`config.mk`:
```
export PLATFORM = sky130hd
export DESIGN_NAME = fixed_block_allocator
export DESIGN_NICKNAME = d
export VERILOG_FILES = /design/src/rtl/fba_pkg.sv /design/src/rtl/fba_ram.sv /design/src/rtl/fixed_block_allocator.sv
export SDC_FILE = /design/constraint.sdc
export NUM_CORES = 1
export LEC_CHECK = 0
export BUFFER_PORTS_ARGS = -buffer_cell sky130_fd_sc_hd__clkbuf_2
export CAP_MARGIN = 20
export CORE_MARGIN = 10
export CORE_UTILIZATION = 40
export CTS_BUF_LIST = sky130_fd_sc_hd__clkbuf_16
export CTS_CLUSTER_SIZE = 10
export DETAILED_ROUTE_END_ITERATION = 8
export PLACE_DENSITY = 0.56
export SYNTH_ARGS = -nofsm -noshare
export SYNTH_HDL_FRONTEND = slang
export SYNTH_SLANG_ARGS = --single-unit
```
`constraint.sdc`:
```
create_clock -name clk -period 7.3 [get_ports clk]
set_clock_uncertainty 0.2 [all_clocks]
set_input_delay 0.73 -clock clk [delete_from_list [all_inputs] [get_ports clk]]
set_output_delay 0.73 -clock clk [all_outputs]
set_load 0.1 [all_outputs]
```
`src/rtl/fba_pkg.sv`:
```
// ----------------------------------------------------------------------------
// fba_pkg
// Shared sizes, codes and constants for the fixed-size block allocator.
// ----------------------------------------------------------------------------
package fba_pkg;

    // Pool size and derived widths
    localparam int MAX_BLOCKS = 64;
    localparam int IDX_W      = $clog2(MAX_BLOCKS);
    localparam int LINK_W     = IDX_W + 1;          // index plus null marker
    localparam int CNT_W      = 7;                  // block_count register
    localparam int SIZE_W     = 16;                 // block_size register
    localparam int OFFS_W     = 22;                 // byte offset result
    localparam int BUSY_W     = 7;                  // busy count result
    localparam int TOTAL_W    = 32;                 // alloc minus free, wrapping
    localparam int CFG_IDX_W  = 1;
    localparam int CFG_DATA_W = 16;

    // Null link marks an empty list
    localparam logic [LINK_W-1:0] NULL_LINK = LINK_W'(MAX_BLOCKS);

    // Reset values of the configuration registers
    localparam logic [CNT_W-1:0]  BLOCK_COUNT_RST = CNT_W'(64);
    localparam logic [SIZE_W-1:0] BLOCK_SIZE_RST  = SIZE_W'(24);

    // Operation codes
    typedef enum logic [1:0] {
        OP_ALLOC = 2'd0,
        OP_FREE  = 2'd1,
        OP_INIT  = 2'd2,
        OP_NOP   = 2'd3
    } op_t;

    // Status codes
    typedef enum logic [1:0] {
        ST_OK    = 2'd0,
        ST_EMPTY = 2'd1,
        ST_RANGE = 2'd2,
        ST_RSVD  = 2'd3
    } status_t;

    // Configuration register indexes
    localparam logic [CFG_IDX_W-1:0] CFG_BLOCK_COUNT = 1'b0;
    localparam logic [CFG_IDX_W-1:0] CFG_BLOCK_SIZE  = 1'b1;

endpackage

```
`src/rtl/fba_ram.sv`:
```
// ----------------------------------------------------------------------------
// fba_ram
// Generic single-write, single-read RAM with registered read data.
// ----------------------------------------------------------------------------
module fba_ram #(
    parameter int WIDTH = 8,
    parameter int DEPTH = 64
) (
    input  logic                     clk,
    input  logic                     we,
    input  logic [$clog2(DEPTH)-1:0] waddr,
    input  logic [WIDTH-1:0]         wdata,
    input  logic [$clog2(DEPTH)-1:0] raddr,
    output logic [WIDTH-1:0]         rdata
);

    logic [WIDTH-1:0] mem [DEPTH];
    logic [WIDTH-1:0] rdata_reg;

    // Write port and registered read port
    always_ff @(posedge clk)
    begin
        if (we)
        begin
            mem[waddr] <= wdata;
        end
        rdata_reg <= mem[raddr];
    end

    assign rdata = rdata_reg;

endmodule

```
`src/rtl/fixed_block_allocator.sv`:
```
// ----------------------------------------------------------------------------
// fixed_block_allocator
// Pool allocator for equal-size blocks tracked by index, with a free list,
// a to-free list and a count of untouched blocks.
// ----------------------------------------------------------------------------
// Each word is taken when start is high and busy is low. busy then stays high
// through the execute cycle, and done pulses for one cycle right after,
// carrying status, result_index, byte_offset and busy_count; a new start
// may be given in that same done cycle, but no new word is taken while busy.
// The execute cycle is set by the link RAM: the head's next link is read
// in the accept cycle and arrives from the registered read port for the
// execute cycle that pops the head and writes back the lists.
// Results must be taken as they appear; there is no output stall. Config
// writes (cfg_write) belong in idle time only. The link RAM is not cleared
// after reset; lists only ever hold links written by a free.
// ----------------------------------------------------------------------------
module fixed_block_allocator (
    input  logic                               clk,
    input  logic                               rst_n,
    input  logic                               start,
    output logic                               busy,
    input  logic [1:0]                         op,
    input  logic [fba_pkg::IDX_W-1:0]          block_index,
    input  logic                               cfg_write,
    input  logic [fba_pkg::CFG_IDX_W-1:0]      cfg_index,
    input  logic [fba_pkg::CFG_DATA_W-1:0]     cfg_data,
    output logic                               done,
    output logic [1:0]                         status,
    output logic [fba_pkg::IDX_W-1:0]          result_index,
    output logic [fba_pkg::OFFS_W-1:0]         byte_offset,
    output logic [fba_pkg::BUSY_W-1:0]         busy_count
);

    import fba_pkg::*;

    typedef enum logic {
        S_IDLE,
        S_EXEC
    } state_t;

    state_t               state_reg;
    op_t                  op_reg;
    logic [IDX_W-1:0]     idx_reg;
    logic [LINK_W-1:0]    free_head_reg,   free_head_next;
    logic [LINK_W-1:0]    tofree_head_reg, tofree_head_next;
    logic [CNT_W-1:0]     fresh_count_reg, fresh_count_next;
    logic [TOTAL_W-1:0]   diff_reg,        diff_next;
    logic [CNT_W-1:0]     block_count_reg;
    logic [SIZE_W-1:0]    block_size_reg;
    logic                 done_reg;
    status_t              status_reg,      status_next;
    logic [IDX_W-1:0]     result_index_reg, got;
    logic [OFFS_W-1:0]    byte_offset_reg;
    logic [BUSY_W-1:0]    busy_count_reg,  busy_count_next;

    logic                 accept;
    logic                 swap;
    logic [LINK_W-1:0]    head;
    logic [CNT_W-1:0]     eff_count;
    logic                 ram_we;
    logic [LINK_W-1:0]    ram_rdata;

    assign accept = start && (state_reg == S_IDLE);

    // Effective pool size, capped at the pool capacity
    assign eff_count = (block_count_reg > CNT_W'(MAX_BLOCKS)) ?
                       CNT_W'(MAX_BLOCKS) : block_count_reg;

    // Head used by an allocate: the to-free list takes over when all else is empty.
    // The lists do not change between accept and execute, so this serves both.
    assign swap = (free_head_reg == NULL_LINK) && (fresh_count_reg == '0) &&
                  (tofree_head_reg != NULL_LINK);
    assign head = swap ? tofree_head_reg : free_head_reg;

    // Link RAM: read the head's link at accept, write a link on a good free
    fba_ram #(
        .WIDTH (LINK_W),
        .DEPTH (MAX_BLOCKS)
    ) u_link_ram (
        .clk   (clk),
        .we    (ram_we),
        .waddr (idx_reg),
        .wdata (tofree_head_reg),
        .raddr (head[IDX_W-1:0]),
        .rdata (ram_rdata)
    );

    // Execute step: list updates, counters and result
    always_comb
    begin
        free_head_next   = free_head_reg;
        tofree_head_next = tofree_head_reg;
        fresh_count_next = fresh_count_reg;
        diff_next        = diff_reg;
        status_next      = ST_OK;
        got              = '0;
        ram_we           = 1'b0;
        case (op_reg)
            OP_ALLOC:
            begin
                if (fresh_count_reg != '0)
                begin
                    fresh_count_next = fresh_count_reg - CNT_W'(1);
                    got              = fresh_count_next[IDX_W-1:0];
                    diff_next        = diff_reg + TOTAL_W'(1);
                end
                else if (head != NULL_LINK)
                begin
                    got            = head[IDX_W-1:0];
                    free_head_next = ram_rdata;
                    if (swap)
                    begin
                        tofree_head_next = NULL_LINK;
                    end
                    diff_next = diff_reg + TOTAL_W'(1);
                end
                else
                begin
                    status_next = ST_EMPTY;
                end
            end
            OP_FREE:
            begin
                if (CNT_W'(idx_reg) >= eff_count)
                begin
                    status_next = ST_RANGE;
                end
                else
                begin
                    ram_we           = (state_reg == S_EXEC);
                    tofree_head_next = LINK_W'(idx_reg);
                    diff_next        = diff_reg - TOTAL_W'(1);
                end
            end
            OP_INIT:
            begin
                if ((eff_count != '0) && (block_size_reg != '0))
                begin
                    free_head_next   = NULL_LINK;
                    tofree_head_next = NULL_LINK;
                    fresh_count_next = eff_count;
                    diff_next        = '0;
                end
            end
            default:
            begin
            end
        endcase

        // Busy count: signed difference clamped to 0..127
        if (diff_next[TOTAL_W-1])
        begin
            busy_count_next = '0;
        end
        else if (|diff_next[TOTAL_W-2:BUSY_W])
        begin
            busy_count_next = '1;
        end
        else
        begin
            busy_count_next = diff_next[BUSY_W-1:0];
        end
    end

    // Control, state and registered results
    always_ff @(posedge clk or negedge rst_n)
    begin
        if (!rst_n)
        begin
            state_reg       <= S_IDLE;
            done_reg        <= 1'b0;
            free_head_reg   <= NULL_LINK;
            tofree_head_reg <= NULL_LINK;
            fresh_count_reg <= BLOCK_COUNT_RST;
            diff_reg        <= '0;
            block_count_reg <= BLOCK_COUNT_RST;
            block_size_reg  <= BLOCK_SIZE_RST;
        end
        else
        begin
            done_reg <= 1'b0;
            unique case (state_reg)
                S_IDLE:
                begin
                    if (accept)
                    begin
                        state_reg <= S_EXEC;
                    end
                end
                S_EXEC:
                begin
                    state_reg       <= S_IDLE;
                    done_reg        <= 1'b1;
                    free_head_reg   <= free_head_next;
                    tofree_head_reg <= tofree_head_next;
                    fresh_count_reg <= fresh_count_next;
                    diff_reg        <= diff_next;
                end
            endcase

            // Configuration writes
            if (cfg_write)
            begin
                unique case (cfg_index)
                    CFG_BLOCK_COUNT: block_count_reg <= cfg_data[CNT_W-1:0];
                    CFG_BLOCK_SIZE:  block_size_reg  <= cfg_data[SIZE_W-1:0];
                endcase
            end
        end
    end

    // Payload registers: input capture and result word
    always_ff @(posedge clk)
    begin
        if (accept)
        begin
            op_reg  <= op_t'(op);
            idx_reg <= block_index;
        end
        if (state_reg == S_EXEC)
        begin
            status_reg       <= status_next;
            result_index_reg <= got;
            byte_offset_reg  <= OFFS_W'(got * block_size_reg);
            busy_count_reg   <= busy_count_next;
        end
    end

    assign busy         = (state_reg != S_IDLE);
    assign done         = done_reg;
    assign status       = status_reg;
    assign result_index = result_index_reg;
    assign byte_offset  = byte_offset_reg;
    assign busy_count   = busy_count_reg;

    // Checks
    a_done_after_exec: assert property (@(posedge clk) disable iff (!rst_n)
        done |-> $past(state_reg == S_EXEC))
        else $error("done without an execute cycle");

    a_accept_busy: assert property (@(posedge clk) disable iff (!rst_n)
        accept |=> busy && !done)
        else $error("accepted word did not hold busy");

    a_empty_zero: assert property (@(posedge clk) disable iff (!rst_n)
        (done && (status == ST_EMPTY)) |-> (result_index == '0) && (byte_offset == '0))
        else $error("empty allocate returned a block");

    a_heads_legal: assert property (@(posedge clk) disable iff (!rst_n)
        (free_head_reg <= NULL_LINK) && (tofree_head_reg <= NULL_LINK) &&
        (fresh_count_reg <= CNT_W'(MAX_BLOCKS)))
        else $error("list head or fresh count out of range");

endmodule
```
==> results of run 1 <==
logic make-up after synthesis:
kind of cell	synth area share, %
AOI/OAI and AO/OA	8.37
xor gates and xnor gates	0.941
adders and majority gates	5.88
buffers and inverters	3.35
DFF	60.5
muxes	3.85
and+or+nand+nor	17.1
per-stage QoR:
step	instances	util, %
2_1_floorplan	2411	-
3_3_place_gp	3324	42.6
3_5_place_dp	3324	42.6
4_1_cts	3430	45.5
5_1_grt	3432	45.5
6_report	3432	45.5
repair_timing:
item	in CTS	in global routing
buffers inserted	0	0
gates resized for setup	0	2
hold buffers	1	0
hold endpoints to repair	10	0
setup endpoints to repair	0	1
per-layer routing:
layer / GRT usage, % / wire, um / vias up
met5: 0 / 0 / -
met4: 6.22 / 2300 / 0
met3: 3.42 / 4880 / 140
met2: 29.5 / 35600 / 710
met1: 25.3 / 34000 / 9641
li1: - / - / 8927
Yosys cell counts (all sizes together), types with 23 or more instances:
cell type	count
and2	70
edfxtp	493
mux2i	76
nand2	410
a31oi	46
fa	57
nor2	154
dfrtp	72
nor3	47
mux2	28
clkbuf	110
a21oi	92
o221ai	29
inv	110
nor4	32
nand4	59
o21ai	49
buf	23
ha	40
nand3	167
critical path, cell delays in order (launching register included):
cell       delay (ns)
dfstp_2          0.53
or3b_1           0.41
or4_1            0.59
nor3_2           0.20
buf_4            0.21
a21oi_1          0.11
a21oi_1          0.43
buf_4            0.27
and2_1           0.17
fa_1             0.45
fa_1             0.50
inv_1            0.05
fa_1             0.48
inv_1            0.04
ha_1             0.30
o21a_1           0.12
o21ai_0          0.22
a21oi_1          0.12
o2111ai_1        0.25
and4_1           0.22
nor3_1           0.07
a41o_1           0.26
o41ai_1          0.34
xnor2_1          0.11
power by group through the flow:
stage	clock [mW]	combinational [mW]	sequential [mW]
after floorplan	0	2.04	4.45
after global placement	0	3.36	4.19
after detailed placement	0	3.40	4.19
after CTS	3.14	3.41	4.13
after global routing	3.28	3.73	4.16
final	3.08	3.40	4.13
path summary, 6_finish.rpt:
path | end | slack, ns | cells past startpoint
max | byte_offset[21]$_DFFE_PP_ | 0.40 | 23
min | idx_reg[5]$_DFFE_PP_ | 0.09 | 1
max reg2reg | byte_offset[21]$_DFFE_PP_ | 0.40 | 23
min reg2reg | free_head_reg[6]$_DFFE_PN1P_ | 0.26 | 2
max in group asynchronous | busy$_DFF_PN0_ | 5.37 | 3
min in group asynchronous | block_size_reg[8]$_DFFE_PN0P_ | 0.31 | 2
layout by cell type, fill, tap and decap left out, types with 7 or more instances in the layout:
| cell type | n |
|---|---|
| edfxtp_1 | 493 |
| nand2_1 | 410 |
| nand3_1 | 167 |
| nor2_1 | 150 |
| inv_1 | 131 |
| a21oi_1 | 90 |
| mux2i_1 | 76 |
| clkbuf_16 | 71 |
| and2_1 | 70 |
| clkbuf_2 | 66 |
| dfrtp_1 | 65 |
| nand4_1 | 59 |
| fa_1 | 57 |
| buf_4 | 49 |
| o21ai_0 | 48 |
| nor3_1 | 45 |
| a31oi_1 | 45 |
| ha_1 | 40 |
| nor4_1 | 29 |
| o221ai_1 | 29 |
| mux2_2 | 28 |
| xnor2_1 | 22 |
| a32oi_1 | 19 |
| or3_1 | 16 |
| o21a_1 | 14 |
| and3_1 | 11 |
| a41oi_1 | 10 |
| nor2b_1 | 9 |
| a21o_1 | 9 |
| xor2_1 | 8 |
| or4_1 | 7 |
| nand2b_1 | 7 |
| o31ai_1 | 7 |
| a22o_1 | 7 |
| dfxtp_1 | 7 |
cell type report:
type                            count  area (um2)  share of cell area, %
Inverter                          111         417                   1.33
Multi-Input combinational cell   1589       10200                   32.4
Timing Repair Buffer              118         733                   2.34
Sequential cell                   578       16900                   53.9
Clock buffer                       71        1780                   5.66
Tap cell                          931        1160                   3.71
Clock inverter                     34         218                  0.694
==> summary.txt, run 1 <==
Layout
  • Nets: about 2600
  • Antenna diode count: 0
  • Layout filler cell count: 6336
  • Final Cell Area: around 31000 um2
  • Share of cells above drive strength 1: 10.5%
  • Max FFs per register: between 400 and 500
  • Area growth, synth to finish: 12.3%

Synthesis
  • Post-synth cell types: 80
  • Top FF cell, synth: edfxtp_1
  • Post-synth top area cell: edfxtp_1
  • Post-synthesis sequential area ratio: 60.5%
  • Share of the synthesized area in the top cell type: 53.0%
  • Syn. warnings: 0
  • Yosys reg bits: 578
  • EDFF count, synth: 493
  • Top cells by area, synth: edfxtp_1 53%, dfrtp_1 6.4%, nand2_1 5.5%
  • Synth async-reset ratio: around 13%
  • Synth Cell Area: between 20000 and 30000 um2
  • Post-Syn Area per Cell: ~12 um2
  • Syn Inst Count: ~2400
  • Post-Syn Nets: 2537

Die
  • FP Rows: between 90 and 100
  • Initial Util: slightly above 40%
  • Die Y: around 280 um
  • Die width: roughly 280 um
  • Die area: a little over 80000 um2
  • Placeable Area: 68900 um2
  • # IOs: just under 70

Hold path
  • Min-delay src: block_index[5]
  • HP Class: input port to flop

Drt
  • Drt initial violations: roughly 2000
  • Via Count: 19400
  • Total Routed Length: between 70 and 80 mm
  • Wire per inst: ~22 um
  • Post-DR vias/cell: around 5.7
  • DRC viols: 0
  • Drt pass-1 iters: 5
  • DRT antenna net count: 0

Power
  • Switch share: 37.2%
  • Internal power: ~6.7 mW
  • Leak: approximately 11 nW
  • Clock Power Share: between 20 and 30%
  • Comb power frac: 32.0%
  • Pwr Density: roughly 340 nW/um2
  • Max VDD drop: between 0.2 and 0.25 mV
  • Psw: ~4 mW
  • Sequential Power Share: just under 40%
  • Total power: ~11 mW

Clock tree
  • Clk slew on worst S/H paths: 0.06 ns
  • Worst-skew pair later-pin latency: slightly above 0.6 ns
  • Root Driver: clkbuf_16
  • CTS Buffer Depth: 3
  • Htree depth: 3
  • CTS buffer count: 70
  • Clock sink total: around 580
  • CTS tree: yes

Timing
  • Part of the cycle the worst path needs: 94.5%
  • RSZ-0062 raised after global routing: no
  • Slew Limit Headroom: between 30% and 40%
  • TNS Setup: 0 ns
  • Final Hold Vio Count: 0
  • Final min period: roughly 6.9 ns
  • Fmax: roughly 140 MHz
  • Hold WS: 0.0915 ns
  • Slew @ Worst Pin: 0.998 ns
  • Fin worst setup slack: 0.403 ns
  • Final setup violating endpoints: 0
  • Final Max Tran Viols: 0

Setup path
  • R2r startpoint: free_head_reg[6]$_DFFE_PN1P_
  • Setup CP Type: flop to flop
  • Crit. Startpoint: free_head_reg[6]$_DFFE_PN1P_
  • Critical path required time: about 7.5 ns
  • Crit end category: flop
  • Worst EP arrival: 7.06 ns
  • CP max FO: 12
  • Crit start category: flop

Place
  • Port bufs: 67
  • Area after detailed placement: 29300 um2
  • Placement Setup Slack: 0.438 ns
  • Dpl hpwl: roughly 49 mm
  • Final GP Congestion: approximately 0.87

Status
  • Status: complete, no violations

Global routing
  • Largest net degree at the start of global routing: between 100 and 150
  • Global-route wire length before repair: around 120 mm
  • Initial antenna violation count: 1
  • Vias in the first global route: about 19000
  • Total track usage: 18.6%
  • GRT Residual Overflow: 0

Flow run
  • Max-cap violations: 0
No activity file was read; power rests on OpenSTA's default activity.
==> run 2, diff against run 1 <==
Settings changed: CTS_BUF_LIST sky130_fd_sc_hd__clkbuf_16 to default, PLACE_DENSITY 0.56 to default, PLACE_DENSITY_LB_ADDON from default to 0.15.
==> run 2 against run 1 <==
Effect of this change:
- register-to-register slack better by 0.099 ns
- wire length is 1.6% higher
- via count is 0.42% higher
- critical endpoint unchanged
- highest routed layer unchanged
==> summary.txt, run 2 (same netlist as run 1, synthesis figures left out) <==
Die
  • Die width: ~280 um
  • Die area: about 81000 um2
  • Die Y: 284 um
  • FP Rows: between 90 and 100
  • Placeable Area: approximately 70000 um2
  • # IOs: between 60 and 70
  • Initial Util: between 40% and 50%

Hold path
  • Hold endpoint: op_reg[1]$_DFFE_PP_
  • Min-delay src: op[1]
  • HP Class: input port to flop
  • WHS Path Cells: 1

Setup path
  • CP top delay family: simple AND/OR/NAND/NOR gates
  • Worst EP arrival: slightly below 7 ns
  • CP max FO: 17
  • Crit start category: flop
  • CP max-delay cell: or4_1
  • R2r endpoint: byte_offset[21]$_DFFE_PP_
  • Critical path required time: about 7.5 ns
  • Crit end category: flop
  • Crit-path max cell delay: about 0.60 ns
  • R2r startpoint: free_head_reg[6]$_DFFE_PN1P_
  • Cells on worst reg2reg path: 23
  • CP Buf/Inv Count: 3
  • Setup CP Type: flop to flop
  • R2r setup slk: between 0.5 and 0.6 ns
  • CP most frequent cell: fa_1
  • Cell Chain, Critical Path: or3b_1 > or4_1 > nor3_4 > a21o_4 > nor2_1 > a211oi_2 > buf_4 > and2_1 > fa_1 > inv_1 > fa_1 > fa_1 > inv_1 > ha_1 > nor2b_1 > o31ai_1 > a21oi_1 > o2111ai_1 > and4_1 > nor3_1 > a41o_1 > o41ai_1 > xnor2_1

Status
  • Status: complete, no violations

Timing
  • Final Hold Vio Count: 0
  • Slew @ Worst Pin: just over 1 ns
  • Final Max Tran Viols: 0
  • TNS Setup: 0 ns
  • RSZ-0062 raised after global routing: no
  • Slew Limit Headroom: roughly a third
  • Final min period: roughly 7 ns
  • Final setup violating endpoints: 0
  • Fmax: between 100 and 150 MHz
  • Part of the cycle the worst path needs: between 90 and 100%

Drt
  • Wire per inst: ~23 um
  • Via Count: ~20000
  • DRT antenna net count: 0
  • Total Routed Length: between 70 and 80 mm
  • Post-DR vias/cell: around 5.7
  • DRC viols: 0
  • Drt pass-1 iters: 5
  • Drt initial violations: between 1500 and 2000

Power
  • Leak: around 11 nW
  • Max VDD drop: 0.195 mV
  • Pwr Density: about 340 nW/um2

Clock tree
  • CTS buffer count: a little over 70
  • Htree depth: 3
  • CTS Buffer Depth: 3
  • Root Driver: clkbuf_16
  • Clock sink total: 578
  • CTS tree: yes
  • Worst-skew pair later-pin latency: 0.62 ns
  • Clk slew on worst S/H paths: 0.05 ns

Global routing
  • GRT Residual Overflow: 0
  • Initial antenna violation count: 0
  • Total track usage: a little under a fifth
  • Vias in the first global route: about 19000
  • Global-route wire length before repair: around 120 mm
  • Largest net degree at the start of global routing: about 150

Place
  • Port bufs: 67
  • Area after detailed placement: around 29000 um2
  • Final GP Congestion: between 0.8 and 0.9
  • Dpl hpwl: between 40 and 50 mm

Layout
  • Share of cells above drive strength 1: between 10 and 15%
  • Layout filler cell count: ~6400
  • Final Cell Area: about 32000 um2
  • Nets: 2598
  • Most frequent cells in the layout: 493 x edfxtp_1, 410 x nand2_1, 167 x nand3_1, 150 x nor2_1, 110 x inv_1
  • Antenna diode count: 0
  • Most common cell after layout, fill and taps aside: edfxtp_1
  • Max FFs per register: around 450
  • Area growth, synth to finish: 12.8%

Flow run
  • Max-cap violations: 0
run 2: cell count changes in the layout (fill, tap and decap cells not counted), moves of 2 or more:
cell	change
buf_4	+3
clkbuf_1	+20
clkbuf_16	+3
clkbuf_8	+2
clkinv_8	-2
inv_1	-21
inv_16	+2
run 2: cell type report:
class | count | area (um2) | share of cell area (%)
Multi-Input combinational cell | 1589 | 10200 | 32.2
Inverter | 111 | 417 | 1.32
Sequential cell | 578 | 16900 | 53.7
Tap cell | 931 | 1160 | 3.70
Timing Repair Buffer | 121 | 756 | 2.40
Clock inverter | 12 | 143 | 0.453
Clock buffer | 96 | 1950 | 6.20
run 2: through the flow:
step | cells | setup WS [ns] | power, mW | hold slack, ns | utilization [%]
2_1_floorplan | 2411 | 0.240 | 6.49 | 0.229 | -
3_3_place_gp | 3327 | 0.324 | 7.56 | 0.249 | 42.6
3_5_place_dp | 3327 | 0.239 | 7.60 | 0.250 | 42.6
4_1_cts | 3436 | 0.194 | 10.9 | 0.0740 | 45.7
5_1_grt | 3438 | 0.0273 | 11.3 | 0.0862 | 45.7
6_report | 3438 | 0.501 | 10.8 | 0.100 | 45.7
run 2: repair_timing:
item,CTS,global route
gates resized for setup,0,3
hold buffers,1,0
endpoints found under the hold margin,8,0
endpoints found under the setup margin,0,3
setup buffers,0,0
run 2: worst max path at each step:
| stage | from | end | slack [ns] | depth (start not counted) |
|---|---|---|---|---|
| after detailed placement | free_head_reg[6]$_DFFE_PN1P_ | byte_offset[21]$_DFFE_PP_ | 0.24 | 20 |
| after floorplan | free_head_reg[6]$_DFFE_PN1P_ | byte_offset[20]$_DFFE_PP_ | 0.24 | 26 |
| after CTS | free_head_reg[6]$_DFFE_PN1P_ | byte_offset[21]$_DFFE_PP_ | 0.19 | 20 |
| final | free_head_reg[6]$_DFFE_PN1P_ | byte_offset[21]$_DFFE_PP_ | 0.50 | 23 |
| after global placement | free_head_reg[6]$_DFFE_PN1P_ | byte_offset[21]$_DFFE_PP_ | 0.32 | 20 |
| after global routing | free_head_reg[6]$_DFFE_PN1P_ | byte_offset[21]$_DFFE_PP_ | 0.03 | 23 |
run 2: per-layer routing:
| layer | GRT usage [%] | vias to the layer above | wire [um] |
|---|---|---|---|
| met2 | 30.8 | 665 | 36900 |
| met3 | 3.10 | 161 | 4620 |
| li1 | - | 8937 | - |
| met5 | 0 | - | 0 |
| met4 | 6.93 | 0 | 2540 |
| met1 | 24.8 | 9737 | 33900 |
run 2: power by group:
part,switching [mW],leakage (nW),internal (mW)
Sequential,0.224,5.51,3.91
Combinational,2.40,4.80,1.01
Clock,1.34,1.02,1.90
Total,3.96,11.3,6.82
run 2: worst register-to-register path, delay by kind of cell, from the launching register on:
family          cells  cell delay, ns
simple gates        8            1.98
buf+inv             3            0.40
compound gates      7            1.72
fa+ha+maj           4            1.60
xor+xnor            1            0.11
flops               1            0.52
==> run 3, diff against run 2 <==
Settings changed: SYNTH_HIERARCHICAL from default to 1.
==> run 3 against run 2 <==
Effect of this change:
- worst setup slack gained 0.0069 ns
- synthesized cell count shrank 18%
- final cell count shrank 12%
- maximum frequency grew 0.10%
- first-iteration DRC count shrank 5.2%
- die area shrank 0.26%
- design area shrank 0.54%
- critical endpoint unchanged
- largest cell class unchanged
==> summary.txt, run 3 <==
Status
  • Status: complete, no violations

Setup path
  • Setup CP Type: flop to flop
  • Crit end category: flop
  • Worst EP arrival: roughly 7 ns
  • Crit start category: flop
  • Cell depth of the worst setup path: 24
  • CP top delay family: compound AO/OA/AOI/OAI gates
  • CP most frequent cell: fa_1
  • CP max FO: 11
  • CP max-delay cell: or4_4
  • Critical path required time: about 7.5 ns
  • Crit-path max cell delay: approximately 0.56 ns
  • Cells on worst reg2reg path: 24
  • CP Buf/Inv Count: 3
  • Cell Chain, Critical Path: or4_4 > nor3b_2 > and3_1 > nand2_1 > nand2_4 > nor2_1 > a211oi_4 > buf_4 > and2_1 > fa_1 > fa_1 > inv_1 > fa_1 > inv_1 > ha_1 > o21ai_0 > a21boi_0 > o21ai_0 > a2111o_1 > a311oi_1 > o21a_1 > o21a_1 > o41ai_1 > xnor2_1

Global routing
  • Vias in the first global route: about 17000
  • GRT Residual Overflow: 0
  • Largest net degree at the start of global routing: 105
  • Initial antenna violation count: 1
  • Global-route wire length before repair: roughly 110 mm
  • Total track usage: 17.9%

Hold path
  • HP Class: input port to flop
  • WHS Path Cells: 1

Layout
  • Nets: between 2000 and 2500
  • Multi-input logic area: a little over 10000 um2
  • Share of cells above drive strength 1: a little under a fifth
  • Most frequent cells in the layout: 493 x edfxtp_1, 160 x nor2_1, 112 x inv_1, 112 x mux4_2, 106 x nand2_1
  • Area growth, synth to finish: 12.5%
  • Antenna diode count: 0
  • Reg area: between 15000 and 20000 um2
  • Most common cell after layout, fill and taps aside: edfxtp_1
  • Max FFs per register: around 450
  • Layout filler cell count: between 6000 and 7000

Clock tree
  • CTS tree: yes
  • Root Driver: clkbuf_16
  • Worst-skew pair later-pin latency: about 0.61 ns
  • Clk slew on worst S/H paths: approximately 0.050 ns
  • Clock sink total: around 580
  • CTS buffer count: 70
  • Setup Fix Bufs, Post-CTS: 0
  • Htree depth: 3
  • CTS Buffer Depth: 3

Place
  • Placement Setup Slack: ~0.19 ns
  • Dpl hpwl: about 46 mm
  • Port bufs: 67
  • Final GP Congestion: 0.865

Synthesis
  • Most frequent cell after synthesis: edfxtp_1
  • Syn Inst Count: roughly 2000
  • Top FF cell, synth: edfxtp_1
  • Commonest cells post-synth: 493 x edfxtp_1, 161 x nor2_1, 112 x inv_1, 112 x mux4_2, 108 x nand2_1
  • Post-Syn Nets: between 2000 and 2500
  • Post-Syn Area per Cell: 14.1 um2
  • Yosys reg bits: roughly 580
  • Top cells by area, synth: edfxtp_1 53%, mux4_2 9.1%, dfrtp_1 6.5%
  • Share of the synthesized area in the top cell type: approximately 53%
  • Post-synth top area cell: edfxtp_1
  • Post-synthesis sequential area ratio: approximately three fifths
  • Syn. warnings: 6
  • Synth Cell Area: ~28000 um2
  • Synth async-reset ratio: a little over an eighth
  • Post-synth cell types: just under 90
  • EDFF count, synth: around 500

Die
  • Die Y: 284 um
  • Die area: approximately 81000 um2
  • Initial Util: about 40%
  • Die width: about 280 um
  • Placeable Area: approximately 70000 um2
  • # IOs: 68
  • FP Rows: 96

Timing
  • Slew Limit Headroom: between 30% and 40%
  • Final setup violating endpoints: 0
  • Part of the cycle the worst path needs: roughly 93%
  • Hold WS: 0.105 ns
  • RSZ-0062 raised after global routing: no
  • Slew @ Worst Pin: a little over 1 ns
  • Fmax: 147 MHz
  • Final Max Tran Viols: 0
  • Final min period: between 6 and 7 ns
  • Final Hold Vio Count: 0
  • TNS Setup: 0 ns
  • Fin worst setup slack: between 0.5 and 0.6 ns

Drt
  • Drt pass-1 iters: 6
  • Via Count: ~17000
  • Total Routed Length: 73.0 mm
  • DRT antenna net count: 0
  • Wire per inst: between 20 and 25 um
  • Post-DR vias/cell: between 5 and 6
  • Drt initial violations: approximately 1600
  • DRC viols: 0

Flow run
  • Max-cap violations: 0

Power
  • Max VDD drop: around 0.25 mV
  • Leak: between 10 and 15 nW
  • Pwr Density: 327 nW/um2
  • Total power: just over 10 mW
run 3: final timing paths:
check	from	end	slack, ns
worst max-delay path	fresh_count_reg[4]$_DFFE_PN0P_	byte_offset[21]$_DFFE_PP_	0.51
worst min-delay path	block_index[0]	idx_reg[0]$_DFFE_PP_	0.10
worst max register to register	fresh_count_reg[4]$_DFFE_PN0P_	byte_offset[21]$_DFFE_PP_	0.51
worst min register to register	u_link_ram/rdata[6]$_DFF_P_	free_head_reg[6]$_DFFE_PN1P_	0.27
max in group asynchronous	rst_n	busy$_DFF_PN0_	5.32
min in group asynchronous	rst_n	block_size_reg[7]$_DFFE_PN0P_	0.41
run 3: worst register-to-register path, stage by stage (launching register included):
cell and delay [ns]:
dfrtp_1 0.44, or4_4 0.56, nor3b_2 0.21, and3_1 0.29, nand2_1 0.12, nand2_4 0.09
nor2_1 0.06, a211oi_4 0.33, buf_4 0.26, and2_1 0.17, fa_1 0.42, fa_1 0.55
inv_1 0.05, fa_1 0.47, inv_1 0.04, ha_1 0.32, o21ai_0 0.13, a21boi_0 0.29
o21ai_0 0.19, a2111o_1 0.44, a311oi_1 0.40, o21a_1 0.17, o21a_1 0.12, o41ai_1 0.07
xnor2_1 0.13
run 3: through the flow:
step	area, um2	instances	utilization [%]
detailed placement	29200	2906	42.5
finish	31300	3009	45.5
floorplan	27900	1972	-
global placement	29200	2906	42.5
CTS	31300	3007	45.5
global route	31300	3009	45.5
run 3: logic make-up (layout without fill, tap and decap cells):
| logic type | count (synthesis) | after routing | synth area share (%) |
|---|---|---|---|
| simple gates | 564 | 564 | 10.3 |
| buf+inv | 218 | 324 | 3.31 |
| compound gates | 323 | 323 | 7.84 |
| mux | 164 | 164 | 11.1 |
| flops | 578 | 578 | 60.7 |
| fa+ha+maj | 97 | 97 | 5.89 |
| xor+xnor | 28 | 28 | 0.880 |
run 3: routing by layer:
metal  track usage (%)  vias up  share of wire, %
met5                 0        -             0.022
met4              5.57        2               2.9
met3              3.37      141               5.8
met2              29.5      601                49
met1              23.6     8792                42
li1                  -     7650                 -
run 3: final cells by class:
cell class	count	share of cell area, %
timing repair buffer	109	2.12
tap	931	3.72
inverter	115	1.38
clock buffer	89	5.95
sequential	578	54.0
clock inverter	11	0.631
multi-input combinational	1176	32.2
run 3: power breakdown:
part,internal [mW],switching (mW)
sequential,3.92,0.197
combinational,1.06,1.86
clock,1.89,1.31
run 3: repair_timing:
item	in CTS	in global routing
hold endpoints to repair	24	0
setup endpoints to repair	0	4
hold buffers	1	0
resized for setup	0	2
